==> config.mk <==
export PLATFORM = sky130hd
export DESIGN_NAME = lcd_command_byte_formatter
export DESIGN_NICKNAME = d
export VERILOG_FILES = /design/src/rtl/lcf_pkg.sv /design/src/rtl/lcd_command_byte_formatter.sv /design/src/rtl/lcf_front.sv /design/src/rtl/lcf_queue.sv /design/src/rtl/lcf_back.sv
export SDC_FILE = /design/constraint.sdc
export NUM_CORES = 1
export LEC_CHECK = 0
export ABC_AREA = 1
export BUFFER_PORTS_ARGS = -buffer_cell sky130_fd_sc_hd__clkbuf_2
export CAP_MARGIN = 5
export CORE_MARGIN = 5
export CORE_UTILIZATION = 65
export CTS_BUF_LIST = sky130_fd_sc_hd__clkbuf_2
export CTS_CLUSTER_DIAMETER = 100
export DETAILED_ROUTE_END_ITERATION = 16
export MAX_ROUTING_LAYER = met4
export PLACE_DENSITY = 0.84
export SLEW_MARGIN = 15
export SYNTH_ARGS = -nofsm -noshare
export SYNTH_HDL_FRONTEND = slang
export SYNTH_HIERARCHICAL = 1
export SYNTH_SLANG_ARGS = --single-unit
==> constraint.sdc <==
create_clock -name clk -period 18.2 [get_ports clk]
set_input_delay 0.91 -clock clk [delete_from_list [all_inputs] [get_ports clk]]
set_output_delay 0.91 -clock clk [all_outputs]
set_load 0.03 [all_outputs]
==> src/rtl/lcf_pkg.sv <==
// Shared types, constants and helper functions for the LCD command byte formatter.
package lcf_pkg;

  localparam int DIM_W   = 10;  // width of the screen size registers
  localparam int COORD_W = 16;  // width of a coordinate on the input
  localparam int CFG_W   = 10;  // widest configuration register
  localparam int CFG_AW  = 2;   // configuration register index width
  localparam int QDEPTH  = 4;   // entries in the front-to-back queue
  localparam int QAW     = $clog2(QDEPTH);
  localparam int STEP_W  = 4;   // byte counter, up to thirteen bytes per job

  localparam logic [DIM_W-1:0] RESET_WIDTH  = DIM_W'(240);
  localparam logic [DIM_W-1:0] RESET_HEIGHT = DIM_W'(320);
  localparam logic [1:0]       RESET_ROT    = 2'd0;

  localparam logic [CFG_AW-1:0] CFG_PANEL_WIDTH    = CFG_AW'(0);
  localparam logic [CFG_AW-1:0] CFG_PANEL_HEIGHT   = CFG_AW'(1);
  localparam logic [CFG_AW-1:0] CFG_START_ROTATION = CFG_AW'(2);

  localparam logic [7:0] CMD_CASET  = 8'h2A;
  localparam logic [7:0] CMD_RASET  = 8'h2B;
  localparam logic [7:0] CMD_RAMWR  = 8'h2C;
  localparam logic [7:0] CMD_MADCTL = 8'h36;

  // Byte counter values that mark the steps and the ends of the request kinds.
  localparam logic [STEP_W-1:0] STEP_WIN_END   = STEP_W'(10);
  localparam logic [STEP_W-1:0] STEP_PIX_COLHI = STEP_W'(11);
  localparam logic [STEP_W-1:0] STEP_PIX_END   = STEP_W'(12);
  localparam logic [STEP_W-1:0] STEP_ROT_MAD   = STEP_W'(1);
  localparam logic [STEP_W-1:0] STEP_ROT_WIN   = STEP_W'(2);
  localparam logic [STEP_W-1:0] STEP_ROT_END   = STEP_W'(11);

  typedef enum logic [1:0] {
    OP_WINDOW = 2'd0,
    OP_PIXEL  = 2'd1,
    OP_ROTATE = 2'd2,
    OP_DATA   = 2'd3
  } op_e_t;

  typedef struct packed {
    logic [1:0]         operation;
    logic [COORD_W-1:0] x_start;
    logic [COORD_W-1:0] y_start;
    logic [COORD_W-1:0] x_end;
    logic [COORD_W-1:0] y_end;
    logic [15:0]        color;
    logic [1:0]         new_rotation;
    logic [7:0]         data_byte;
    logic               buffer_end;
  } in_word_t;

  typedef struct packed {
    logic [7:0] bus_byte;
    logic       is_command;
    logic       last;
  } out_word_t;

  // One classified request, ready for the byte sequencer.
  typedef struct packed {
    op_e_t              kind;
    logic [COORD_W-1:0] x0;
    logic [COORD_W-1:0] x1;
    logic [COORD_W-1:0] y0;
    logic [COORD_W-1:0] y1;
    logic [15:0]        color;
    logic [7:0]         aux;   // MADCTL value or raw data byte
    logic               flag;  // size changed, or buffer end
  } job_t;

  function automatic logic [7:0] madctl_value(input logic [1:0] rot);
    logic [7:0] v;
    case (rot)
      2'd0:    v = 8'h00;
      2'd1:    v = 8'h60;
      2'd2:    v = 8'hC0;
      default: v = 8'hA0;
    endcase
    return v;
  endfunction

  function automatic logic [COORD_W-1:0] clamp_coord(input logic [COORD_W-1:0] v,
                                                     input logic [DIM_W-1:0]   size);
    logic [COORD_W-1:0] r;
    if (v >= COORD_W'(size)) begin
      r = (size == '0) ? '0 : COORD_W'(size) - COORD_W'(1);
    end else begin
      r = v;
    end
    return r;
  endfunction

endpackage

==> src/rtl/lcd_command_byte_formatter.sv <==
// Top level of the LCD command byte formatter: front end, job queue, byte sequencer.
// The first byte of a request passes the queue write at the accepting edge, then the job
// load, then the output register, before it shows on the output.
// One output byte per cycle while out_ready does not stall the byte-wide output register;
// a request has 1 byte for data, 2 or 12 for rotation, 11 for window, 13 for pixel.
// Reset (synchronous, rst_n low): queue and sequencer empty, size 240 x 320, rotation 0.
module lcd_command_byte_formatter (
  input  logic                        clk,
  input  logic                        rst_n,
  input  logic                        cfg_we,
  input  logic [lcf_pkg::CFG_AW-1:0]  cfg_index,
  input  logic [lcf_pkg::CFG_W-1:0]   cfg_data,
  input  logic                        in_valid,
  output logic                        in_ready,
  input  lcf_pkg::in_word_t           in_word,
  output logic                        out_valid,
  input  logic                        out_ready,
  output lcf_pkg::out_word_t          out_word
);
  import lcf_pkg::*;

  logic q_push, q_push_ready, q_pop, q_valid;
  job_t push_job, head_job;

  // Classify each request, clamp or screen its coordinates and track screen geometry.
  // Off-screen pixels are dropped here and never reach the queue.
  lcf_front u_front (
    .clk       (clk),
    .rst_n     (rst_n),
    .cfg_we    (cfg_we),
    .cfg_index (cfg_index),
    .cfg_data  (cfg_data),
    .in_valid  (in_valid),
    .in_ready  (in_ready),
    .in_word   (in_word),
    .q_ready   (q_push_ready),
    .q_push    (q_push),
    .q_job     (push_job)
  );

  // Hold classified jobs so the input side keeps taking words while bytes drain.
  lcf_queue u_queue (
    .clk        (clk),
    .rst_n      (rst_n),
    .push       (q_push),
    .push_job   (push_job),
    .push_ready (q_push_ready),
    .pop        (q_pop),
    .head_valid (q_valid),
    .head_job   (head_job)
  );

  // Step through each job one byte per cycle while the output is not stalled; load the next
  // job on the last byte so requests follow each other with no bubble.
  lcf_back u_back (
    .clk       (clk),
    .rst_n     (rst_n),
    .q_valid   (q_valid),
    .q_job     (head_job),
    .q_pop     (q_pop),
    .out_valid (out_valid),
    .out_ready (out_ready),
    .out_word  (out_word)
  );

endmodule

==> src/rtl/lcf_front.sv <==
// Front end: accepts requests, keeps screen size and rotation, builds jobs.
module lcf_front (
  input  logic                             clk,
  input  logic                             rst_n,
  input  logic                             cfg_we,
  input  logic [lcf_pkg::CFG_AW-1:0]       cfg_index,
  input  logic [lcf_pkg::CFG_W-1:0]        cfg_data,
  input  logic                             in_valid,
  output logic                             in_ready,
  input  lcf_pkg::in_word_t                in_word,
  input  logic                             q_ready,
  output logic                             q_push,
  output lcf_pkg::job_t                    q_job
);
  import lcf_pkg::*;

  logic [DIM_W-1:0] cur_width_r,  cur_width_nxt;
  logic [DIM_W-1:0] cur_height_r, cur_height_nxt;
  logic [1:0]       cur_rot_r,    cur_rot_nxt;
  logic             in_fire;
  logic             drop;
  logic             swap;
  op_e_t            op;

  assign in_ready = q_ready;
  assign in_fire  = in_valid && in_ready;
  assign op       = op_e_t'(in_word.operation);
  assign swap     = cur_rot_r[0] ^ in_word.new_rotation[0];

  always_comb begin
    q_job          = '0;
    q_job.kind     = op;
    drop           = 1'b0;
    cur_width_nxt  = cur_width_r;
    cur_height_nxt = cur_height_r;
    cur_rot_nxt    = cur_rot_r;
    unique case (op)
      OP_WINDOW: begin
        q_job.x0 = clamp_coord(in_word.x_start, cur_width_r);
        q_job.x1 = clamp_coord(in_word.x_end,   cur_width_r);
        q_job.y0 = clamp_coord(in_word.y_start, cur_height_r);
        q_job.y1 = clamp_coord(in_word.y_end,   cur_height_r);
      end
      OP_PIXEL: begin
        q_job.x0    = in_word.x_start;
        q_job.x1    = in_word.x_start;
        q_job.y0    = in_word.y_start;
        q_job.y1    = in_word.y_start;
        q_job.color = in_word.color;
        drop = (in_word.x_start >= COORD_W'(cur_width_r)) ||
               (in_word.y_start >= COORD_W'(cur_height_r));
      end
      OP_ROTATE: begin
        // odd quarter-turn difference swaps the axes
        cur_width_nxt  = swap ? cur_height_r : cur_width_r;
        cur_height_nxt = swap ? cur_width_r  : cur_height_r;
        cur_rot_nxt    = in_word.new_rotation;
        q_job.x1       = COORD_W'(cur_width_nxt);
        q_job.y1       = COORD_W'(cur_height_nxt);
        q_job.aux      = madctl_value(in_word.new_rotation);
        q_job.flag     = swap && (cur_width_r != cur_height_r);
      end
      OP_DATA: begin
        q_job.aux  = in_word.data_byte;
        q_job.flag = in_word.buffer_end;
      end
      default: ;
    endcase
  end

  assign q_push = in_fire && !drop;

  always_ff @(posedge clk) begin
    if (!rst_n) begin
      cur_width_r  <= RESET_WIDTH;
      cur_height_r <= RESET_HEIGHT;
      cur_rot_r    <= RESET_ROT;
    end else if (cfg_we) begin
      case (cfg_index)
        CFG_PANEL_WIDTH:    cur_width_r  <= DIM_W'(cfg_data);
        CFG_PANEL_HEIGHT:   cur_height_r <= DIM_W'(cfg_data);
        CFG_START_ROTATION: cur_rot_r    <= cfg_data[1:0];
        default: ;
      endcase
    end else if (in_fire) begin
      cur_width_r  <= cur_width_nxt;
      cur_height_r <= cur_height_nxt;
      cur_rot_r    <= cur_rot_nxt;
    end
  end

endmodule

==> src/rtl/lcf_queue.sv <==
// Small register queue of jobs between the front end and the byte sequencer.
module lcf_queue (
  input  logic          clk,
  input  logic          rst_n,
  input  logic          push,
  input  lcf_pkg::job_t push_job,
  output logic          push_ready,
  input  logic          pop,
  output logic          head_valid,
  output lcf_pkg::job_t head_job
);
  import lcf_pkg::*;

  job_t             mem_r [QDEPTH];
  logic [QAW-1:0]   wr_ptr_r, rd_ptr_r;
  logic [QAW:0]     count_r;
  logic             do_push, do_pop;

  assign push_ready = (count_r != (QAW+1)'(QDEPTH));
  assign head_valid = (count_r != '0);
  assign head_job   = mem_r[rd_ptr_r];
  assign do_push    = push && push_ready;
  assign do_pop     = pop && head_valid;

  always_ff @(posedge clk) begin
    if (do_push) begin
      mem_r[wr_ptr_r] <= push_job;
    end
  end

  always_ff @(posedge clk) begin
    if (!rst_n) begin
      wr_ptr_r <= '0;
      rd_ptr_r <= '0;
      count_r  <= '0;
    end else begin
      if (do_push) wr_ptr_r <= wr_ptr_r + QAW'(1);
      if (do_pop)  rd_ptr_r <= rd_ptr_r + QAW'(1);
      if (do_push && !do_pop) begin
        count_r <= count_r + (QAW+1)'(1);
      end else if (do_pop && !do_push) begin
        count_r <= count_r - (QAW+1)'(1);
      end
    end
  end

endmodule

==> src/rtl/lcf_back.sv <==
// Back end: walks a job byte by byte into the output register.
module lcf_back (
  input  logic                 clk,
  input  logic                 rst_n,
  input  logic                 q_valid,
  input  lcf_pkg::job_t        q_job,
  output logic                 q_pop,
  output logic                 out_valid,
  input  logic                 out_ready,
  output lcf_pkg::out_word_t   out_word
);
  import lcf_pkg::*;

  job_t              job_r;
  logic              job_valid_r;
  logic [STEP_W-1:0] step_r;
  logic              out_valid_r;
  out_word_t         out_word_r;
  out_word_t         gen;
  logic [STEP_W-1:0] widx;
  logic [7:0]        win_byte;
  logic              win_cmd;
  logic              adv;
  logic              job_end;

  // Window part: CASET, x0, x1, RASET, y0, y1, RAMWR.
  always_comb begin
    win_cmd  = 1'b0;
    win_byte = 8'h00;
    case (widx)
      STEP_W'(0):  begin win_byte = CMD_CASET; win_cmd = 1'b1; end
      STEP_W'(1):  win_byte = job_r.x0[15:8];
      STEP_W'(2):  win_byte = job_r.x0[7:0];
      STEP_W'(3):  win_byte = job_r.x1[15:8];
      STEP_W'(4):  win_byte = job_r.x1[7:0];
      STEP_W'(5):  begin win_byte = CMD_RASET; win_cmd = 1'b1; end
      STEP_W'(6):  win_byte = job_r.y0[15:8];
      STEP_W'(7):  win_byte = job_r.y0[7:0];
      STEP_W'(8):  win_byte = job_r.y1[15:8];
      STEP_W'(9):  win_byte = job_r.y1[7:0];
      default:     begin win_byte = CMD_RAMWR; win_cmd = 1'b1; end
    endcase
  end

  always_comb begin
    widx = step_r;
    gen  = '0;
    unique case (job_r.kind)
      OP_WINDOW: begin
        gen.bus_byte   = win_byte;
        gen.is_command = win_cmd;
        gen.last       = (step_r == STEP_WIN_END);
      end
      OP_PIXEL: begin
        if (step_r == STEP_PIX_COLHI) begin
          gen.bus_byte = job_r.color[15:8];
        end else if (step_r == STEP_PIX_END) begin
          gen.bus_byte = job_r.color[7:0];
          gen.last     = 1'b1;
        end else begin
          gen.bus_byte   = win_byte;
          gen.is_command = win_cmd;
        end
      end
      OP_ROTATE: begin
        widx = step_r - STEP_ROT_WIN;
        if (step_r == '0) begin
          gen.bus_byte   = CMD_MADCTL;
          gen.is_command = 1'b1;
        end else if (step_r == STEP_ROT_MAD) begin
          gen.bus_byte = job_r.aux;
          gen.last     = !job_r.flag;
        end else begin
          gen.bus_byte   = win_byte;
          gen.is_command = win_cmd;
          gen.last       = (step_r == STEP_ROT_END);
        end
      end
      OP_DATA: begin
        gen.bus_byte = job_r.aux;
        gen.last     = job_r.flag;
      end
      default: ;
    endcase
  end

  // A data job is always one byte, whatever its last flag says.
  assign job_end = gen.last || (job_r.kind == OP_DATA);

  assign adv   = job_valid_r && (!out_valid_r || out_ready);
  assign q_pop = q_valid && (!job_valid_r || (adv && job_end));

  always_ff @(posedge clk) begin
    if (q_pop) job_r <= q_job;
    if (adv)   out_word_r <= gen;
  end

  always_ff @(posedge clk) begin
    if (!rst_n) begin
      job_valid_r <= 1'b0;
      step_r      <= '0;
      out_valid_r <= 1'b0;
    end else begin
      if (q_pop) begin
        job_valid_r <= 1'b1;
        step_r      <= '0;
      end else if (adv) begin
        job_valid_r <= !job_end;
        step_r      <= step_r + STEP_W'(1);
      end
      if (adv) begin
        out_valid_r <= 1'b1;
      end else if (out_ready) begin
        out_valid_r <= 1'b0;
      end
    end
  end

  assign out_valid = out_valid_r;
  assign out_word  = out_word_r;

endmodule

== After elaboration in Yosys (flattened, before gate mapping) ==
Memory sizes are Yosys's and may differ from the RTL's. A register that Yosys moved wholly into a read port is not among the register bits.
Cells that the tools add are included.

* Register bits after elaboration: 44
* RAM bits: 364
* Output and inout bits: 12
* Memories kept: 1

{| class="wikitable"
|+ Memories
! memory !! depth !! width !! rd ports !! clocked after memory_dff !! write ports !! line !! source
|-
| u_queue.mem_r || 4 || 91 || 1 || 1 || 1 || lcf_queue.sv:14 || <nowiki>job_t mem_r [QDEPTH];</nowiki>
|}

* $add $sub $neg: 8
* Order comparisons: 4
* Equality and inequality tests: 28
* Mux-type cells: 52
* Bitwise gates (word level): 2
* Reduce and logical (&&, ||, !) cells: 40

{| class="wikitable"
|+ Operators with widths
! cell !! count
|-
| 16-bit two-way mux || 7
|-
| 10-bit two-way mux || 10
|-
| 16-bit case mux with 3 select lines || 2
|-
| 8-bit case mux with 10 select lines || 1
|-
| 16-bit by 10-bit greater-or-equal comparator with 1-bit output || 4
|-
| 16-bit case mux with 2 select lines || 2
|-
| 8-bit case mux with 4 select lines || 1
|-
| 8-bit two-way mux || 3
|-
| 8-bit case mux with 3 select lines || 1
|-
| 10-bit by 1-bit subtractor with 11-bit output, second input constant || 2
|-
| 4-bit == test, second input constant || 5
|-
| 10-bit logical NOT || 2
|-
| 9-bit case mux with 2 select lines || 1
|-
| 1-bit two-way mux || 17
|-
| 4-bit by 3-bit == test with 1-bit output, second input constant || 4
|-
| 2-bit == test, second input constant || 6
|-
| 1-bit logical AND || 10
|-
| 10-bit inequality test || 1
|-
| 2-bit nonzero test || 5
|-
| 9-bit two-way mux || 1
|-
| 3-bit AND reduction || 3
|-
| 2-bit by 1-bit == test with 1-bit output, second input constant || 4
|-
| 4-bit by 1-bit == test with 1-bit output, second input constant || 2
|-
| 4-bit by 2-bit == test with 1-bit output, second input constant || 2
|-
| other kinds (21) || 38
|}

== Depth between registers and ports, before layout ==
* Depth after elaboration: 16
* Mapped depth: 23
* Depth with buffers taken out: 23

== Cells and area by module ==
Netlist, hierarchy kept.

{| class="wikitable"
|+ Modules (own cells, without submodules)
! module !! instances !! cells an instance !! area an instance (um2) !! sequential area each (um2)
|-
| lcf_queue || 1 || 948 || 13,965.9 || 11,110.7
|-
| lcf_back || 1 || 465 || 4,829.6 || 3,153.0
|-
| lcf_front || 1 || 873 || 4,735.8 || 420.4
|}

== Worst setup path before layout ==
Ideal clock, no wire load.

* Kind: input-to-reg
* Start: in in_word[66] (netlist bit)
* End: mem u_queue/mem_r[0][0] (netlist bit) (enable)
* Setup time: 0.541 ns
* Arrival time: 5.879 ns
* Required time: 17.659 ns
* Slack: 11.779 ns
* Cell stages on the path: 11
* Cells stage by stage: ha_1 nand2_1 nor2_1 and2_1 nor2_1 nand2_1 a21oi_1 nand2_1 a21oi_1 nand2_1 nor2_1

* Cells in the longest elaborated chain, start to end: 8

{| class="wikitable"
|+ RTL lines
! item !! line !! source
|-
| start, declared || lcd_command_byte_formatter.sv:15 || <nowiki>input lcf_pkg::in_word_t in_word,</nowiki>
|-
| 16-bit by 10-bit greater-or-equal comparator with 1-bit output || lcf_front.sv:51 || <nowiki>(in_word.y_start >= COORD_W'(cur_height_r));</nowiki>
|-
| 1-bit logical OR || lcf_front.sv:50 || <nowiki>drop = (in_word.x_start >= COORD_W'(cur_width_r)) ||</nowiki>
|-
| 1-bit two-way mux || lcf_front.sv:37 || <nowiki>unique case (op)</nowiki>
|-
| 1-bit logical NOT || lcf_front.sv:71 || <nowiki>assign q_push = in_fire && !drop;</nowiki>
|-
| 1-bit logical AND || lcf_front.sv:71 ||
|-
| via q_push || lcd_command_byte_formatter.sv:22 || <nowiki>logic q_push, q_push_ready, q_pop, q_valid;</nowiki>
|-
| 1-bit logical AND || lcf_queue.sv:22 || <nowiki>assign do_push = push && push_ready;</nowiki>
|-
| 1-bit two-way mux || lcf_queue.sv:26 || <nowiki>if (do_push) begin</nowiki>
|-
| 1-bit two-way mux (not written as such) || lcf_queue.sv:27 || <nowiki>mem_r[wr_ptr_r] <= push_job;</nowiki>
|-
| end, declared || lcf_queue.sv:14 ||
|}

The timed path passes the listed nets, and every way through them passes these cells.

== Worst setup path after layout ==
* Start: reg u_front.cur_height_r[2]
* End: mem u_queue/mem_r[2][17] (netlist bit) (enable)

* Cells in the longest elaborated chain, start to end: 8

{| class="wikitable"
|+ RTL lines
! item !! line !! source
|-
| start, declared || lcf_front.sv:18 || <nowiki>logic [DIM_W-1:0] cur_height_r, cur_height_nxt;</nowiki>
|-
| start signal, assigned || lcf_front.sv:81 || <nowiki>CFG_PANEL_HEIGHT: cur_height_r <= DIM_W'(cfg_data);</nowiki>
|-
| start signal, assigned || lcf_front.sv:87 || <nowiki>cur_height_r <= cur_height_nxt;</nowiki>
|-
| 16-bit by 10-bit greater-or-equal comparator with 1-bit output || lcf_front.sv:51 ||
|-
| 1-bit logical OR || lcf_front.sv:50 ||
|-
| 1-bit two-way mux || lcf_front.sv:37 ||
|-
| 1-bit logical NOT || lcf_front.sv:71 ||
|-
| 1-bit logical AND || lcf_front.sv:71 ||
|-
| via q_push || lcd_command_byte_formatter.sv:22 ||
|-
| 1-bit logical AND || lcf_queue.sv:22 ||
|-
| 1-bit two-way mux || lcf_queue.sv:26 ||
|-
| 1-bit two-way mux (not written as such) || lcf_queue.sv:27 ||
|}

The timed path passes the listed nets, and every way through them passes these cells.

==> metrics.csv <==
stage;metric;value;unit
placement;placed_cell_area;0.0242;mm2
sta;clock.fmax;230;MHz
global_routing;antenna_found_initial;3;
setup_path;cpPeakStageDelay;820;ps
yosys;synthDistinctLibCells;45;
cts;worstSkewPairLatency;1030;ps
cts;cts_tree;built;
setup_path;arrival;4950;ps
routing;routed_wl;60.1;mm
sta;fin_crit_sh;0.239;
floorplan;placementRows;69;
cts;cts_resized;0;
routing;wl_per_cell;20.1;um
floorplan;start_util;0.660;
sta;fin_crit;4350;ps
sta;finalSetupViolations;0;
global_routing;grt.met1_usage;0.426;
global_routing;use_met2;0.454;
placement;globalplace.congestion;0.939;
sta;hold_slack;150;ps
placement;dp.cells;2781;
routing;dr.pass1.iters;6;
yosys;synth_commonest_cells;edfxtp_1, nand2_1, nor2_1;
floorplan;dieArea;0.0401;mm2
power;p_per_area;137;mW/mm2
setup_path;worstPathMaxFanout;54;
yosys;postSynthCellCount;2286;
run;cap_viol_max_count;0;
cts;cts.sinks;501;
cts;cts_setup_buffers;0;
hold_path;hold_class;input pin to register;
yosys;synthArstFlopShare;0;
cts;cts_hold_buf;0;
yosys;synth_warnings;6;
setup_path;cp-start-kind;register;
setup_path;critical_path_class;register to register;
setup_path;slowest_stage;buf_4;
sta;setup_tns;0;ps
placement;pre_cts_ws;13500;ps
global_routing;grt_max_degree;103;
yosys;syn_nets;2455;
final_layout;final_area;0.0253;mm2
cts;clock_path_buffers;3;
setup_path;end_kind;register;
routing;ant_nets;0;
routing;avgViaCountPerCell;5.98;
routing;drtIter0Drc;2693;
setup_path;crit_chain;inv_1 > ha_1 > nand2_1 > nor2_1 > and2_1 > nor2_1 > nand2_1 > a21oi_1 > nand2_1 > a21oi_1 > nand2_1 > nor2_4 > buf_4 > buf_4;
yosys;ys_ff_latch;501;
global_routing;grt_pass1_wl;92.5;mm
setup_path;reg2reg_slack;13850;ps
power;leakagePower;10.4;nW
yosys;synth-edff-count;465;
global_routing;grt.busiest_layer;met2;
global_routing;grt_overflow;0;
sta;slew_violations;0;
final_layout;area_growth;7.43;%
sta;grt_setup_unrepaired;no;
yosys;yosysTopAreaCell;edfxtp_1;
placement;hpwlAfterDp;39.8;mm
sta;setup_slack;13850;ps
setup_path;worstPathRequired;18800;ps
sta;hold_viol_final;0;
power;peakVddDrop;0.0894;mV
yosys;synthDominantCellAreaShare;0.593;
run_status;outcome;finished clean;
floorplan;die_height;200;um
setup_path;cpMostUsedCell;nand2_1;
yosys;ys_seq_area_frac;0.624;
cts;root_buffer;clkbuf_2;
sta;slew_headroom;0.238;
sta;clock_skew;82.3;ps
final_layout;layout-drive-gt1-share;0.158;
final_layout;final_cells;2985;
yosys;yosysMostFrequentCell;edfxtp_1;
cts;cts_made_buffers;112;
yosys;ys.flop_type;edfxtp_1;
yosys;synth_area;0.0235;mm2
floorplan;fp.dieW;200;um
power;total_power;3.47;mW
floorplan;design.core.area;0.0357;mm2
final_layout;final_nets;2603;
yosys;synth.avg_cell_area;10.3;um2
final_layout;final_core_util;0.709;
placement;io_buffers;121;
global_routing;grt_util_all_layers;0.301;
global_routing;grt_pass1_vias;16900;
cts;htreeDepth;3;
global_routing;grt.met3_usage;0.0572;
floorplan;io_pins;122;
routing;drc;0;
cts;path_clk_slew;120;ps
routing;vias;17800;
yosys;synth.area.top_cells;edfxtp_1, nand2_1, o21ai_0, nor2_1, nand3_1;
sta;worst_pin_slew;1140;ps
==> placed cells by master (no fill, tap or decap), drive strengths merged <==
cell,instances
nor4,2
bufinv,2
ha,58
a31oi,14
nand4,17
dfxtp,36
xor2,7
clkinv,40
buf,22
and2,1
fa,1
nand3,157
and3,1
o211ai,1
inv,188
o2111ai,2
nor2,319
o22ai,91
nand2,455
a22oi,3
edfxtp,465
a211oi,2
nor3,11
o21ai,274
o21bai,1
nand3b,11
diode,3
o31ai,1
clkbuf,284
or2,16
xnor2,1
a21oi,38
==> critical path: cells and delay by family, from the launching register on <==
kind	cells	cell delay, ps
DFF	1	480
AOI/OAI and AO/OA	2	620
and+or+nand+nor	8	990
adders and majority gates	1	300
buffers and inverters	3	1500
==> path summary, 6_finish.rpt <==
kind	end	from	depth (start not counted)
worst max register to register	u_queue/mem_r[2][17]$_DFFE_PP_	u_front/cur_height_r[2]$_SDFFE_PN0P_	14
worst min-delay path	u_front/cur_height_r[3]$_SDFFE_PN0P_	cfg_data[3]	3
worst min register to register	register	u_queue/rd_ptr_r[0]$_SDFFE_PN0P_	2
worst max-delay path	u_queue/mem_r[2][17]$_DFFE_PP_	u_front/cur_height_r[2]$_SDFFE_PN0P_	14
==> state kept, by name, indices dropped and copies added, names as in the netlist, named ones only <==
register              count
u_back/job_r             91
u_back/job_valid_r        1
u_back/out_valid          1
u_back/out_word          10
u_back/step_r             4
u_front/cur_height_r     10
u_front/cur_rot_r         1
u_front/cur_width_r      10
u_queue/count_r           3
u_queue/mem_r           364
u_queue/rd_ptr_r          2
u_queue/wr_ptr_r          2
==> routing by layer <==
| metal | part of all wire | vias to the layer above | wire, um |
|---|---|---|---|
| met1 | 0.40 | 8293 | 24100 |
| met5 | 0 | - | 0 |
| met2 | 0.46 | 1150 | 27700 |
| met4 | 0.022 | 0 | 1320 |
| li1 | - | 8300 | - |
| met3 | 0.12 | 103 | 6920 |
==> area by class of cell <==
| class | count | area, um2 |
|---|---|---|
| inverters | 192 | 726 |
| multi-input cells | 1484 | 7490 |
| clock inverters | 38 | 209 |
| flip-flops and latches | 501 | 14700 |
| diodes | 3 | 7.51 |
| fillers | 2590 | 10400 |
| well taps | 461 | 577 |
| clock buffers | 163 | 816 |
| repair buffers | 143 | 771 |
==> power breakdown <==
part | total (mW) | switching (mW) | internal (mW)
registers | 1.68 | 0.101 | 1.58
clock network | 0.691 | 0.422 | 0.269
logic | 1.09 | 0.811 | 0.282
total | 3.47 | 1.33 | 2.13
==> cell families (layout without fill, tap and decap cells) <==
family | count (synthesis) | after routing | synth area share
other cells | 0 | 3 | 0
buf+inv | 301 | 536 | 0.0596
simple gates | 990 | 990 | 0.182
compound gates | 427 | 427 | 0.0996
flops | 501 | 501 | 0.624
xor+xnor | 8 | 8 | 0.00330
fa+ha+maj | 59 | 59 | 0.0317
No activity file was read; power rests on OpenSTA's default activity.
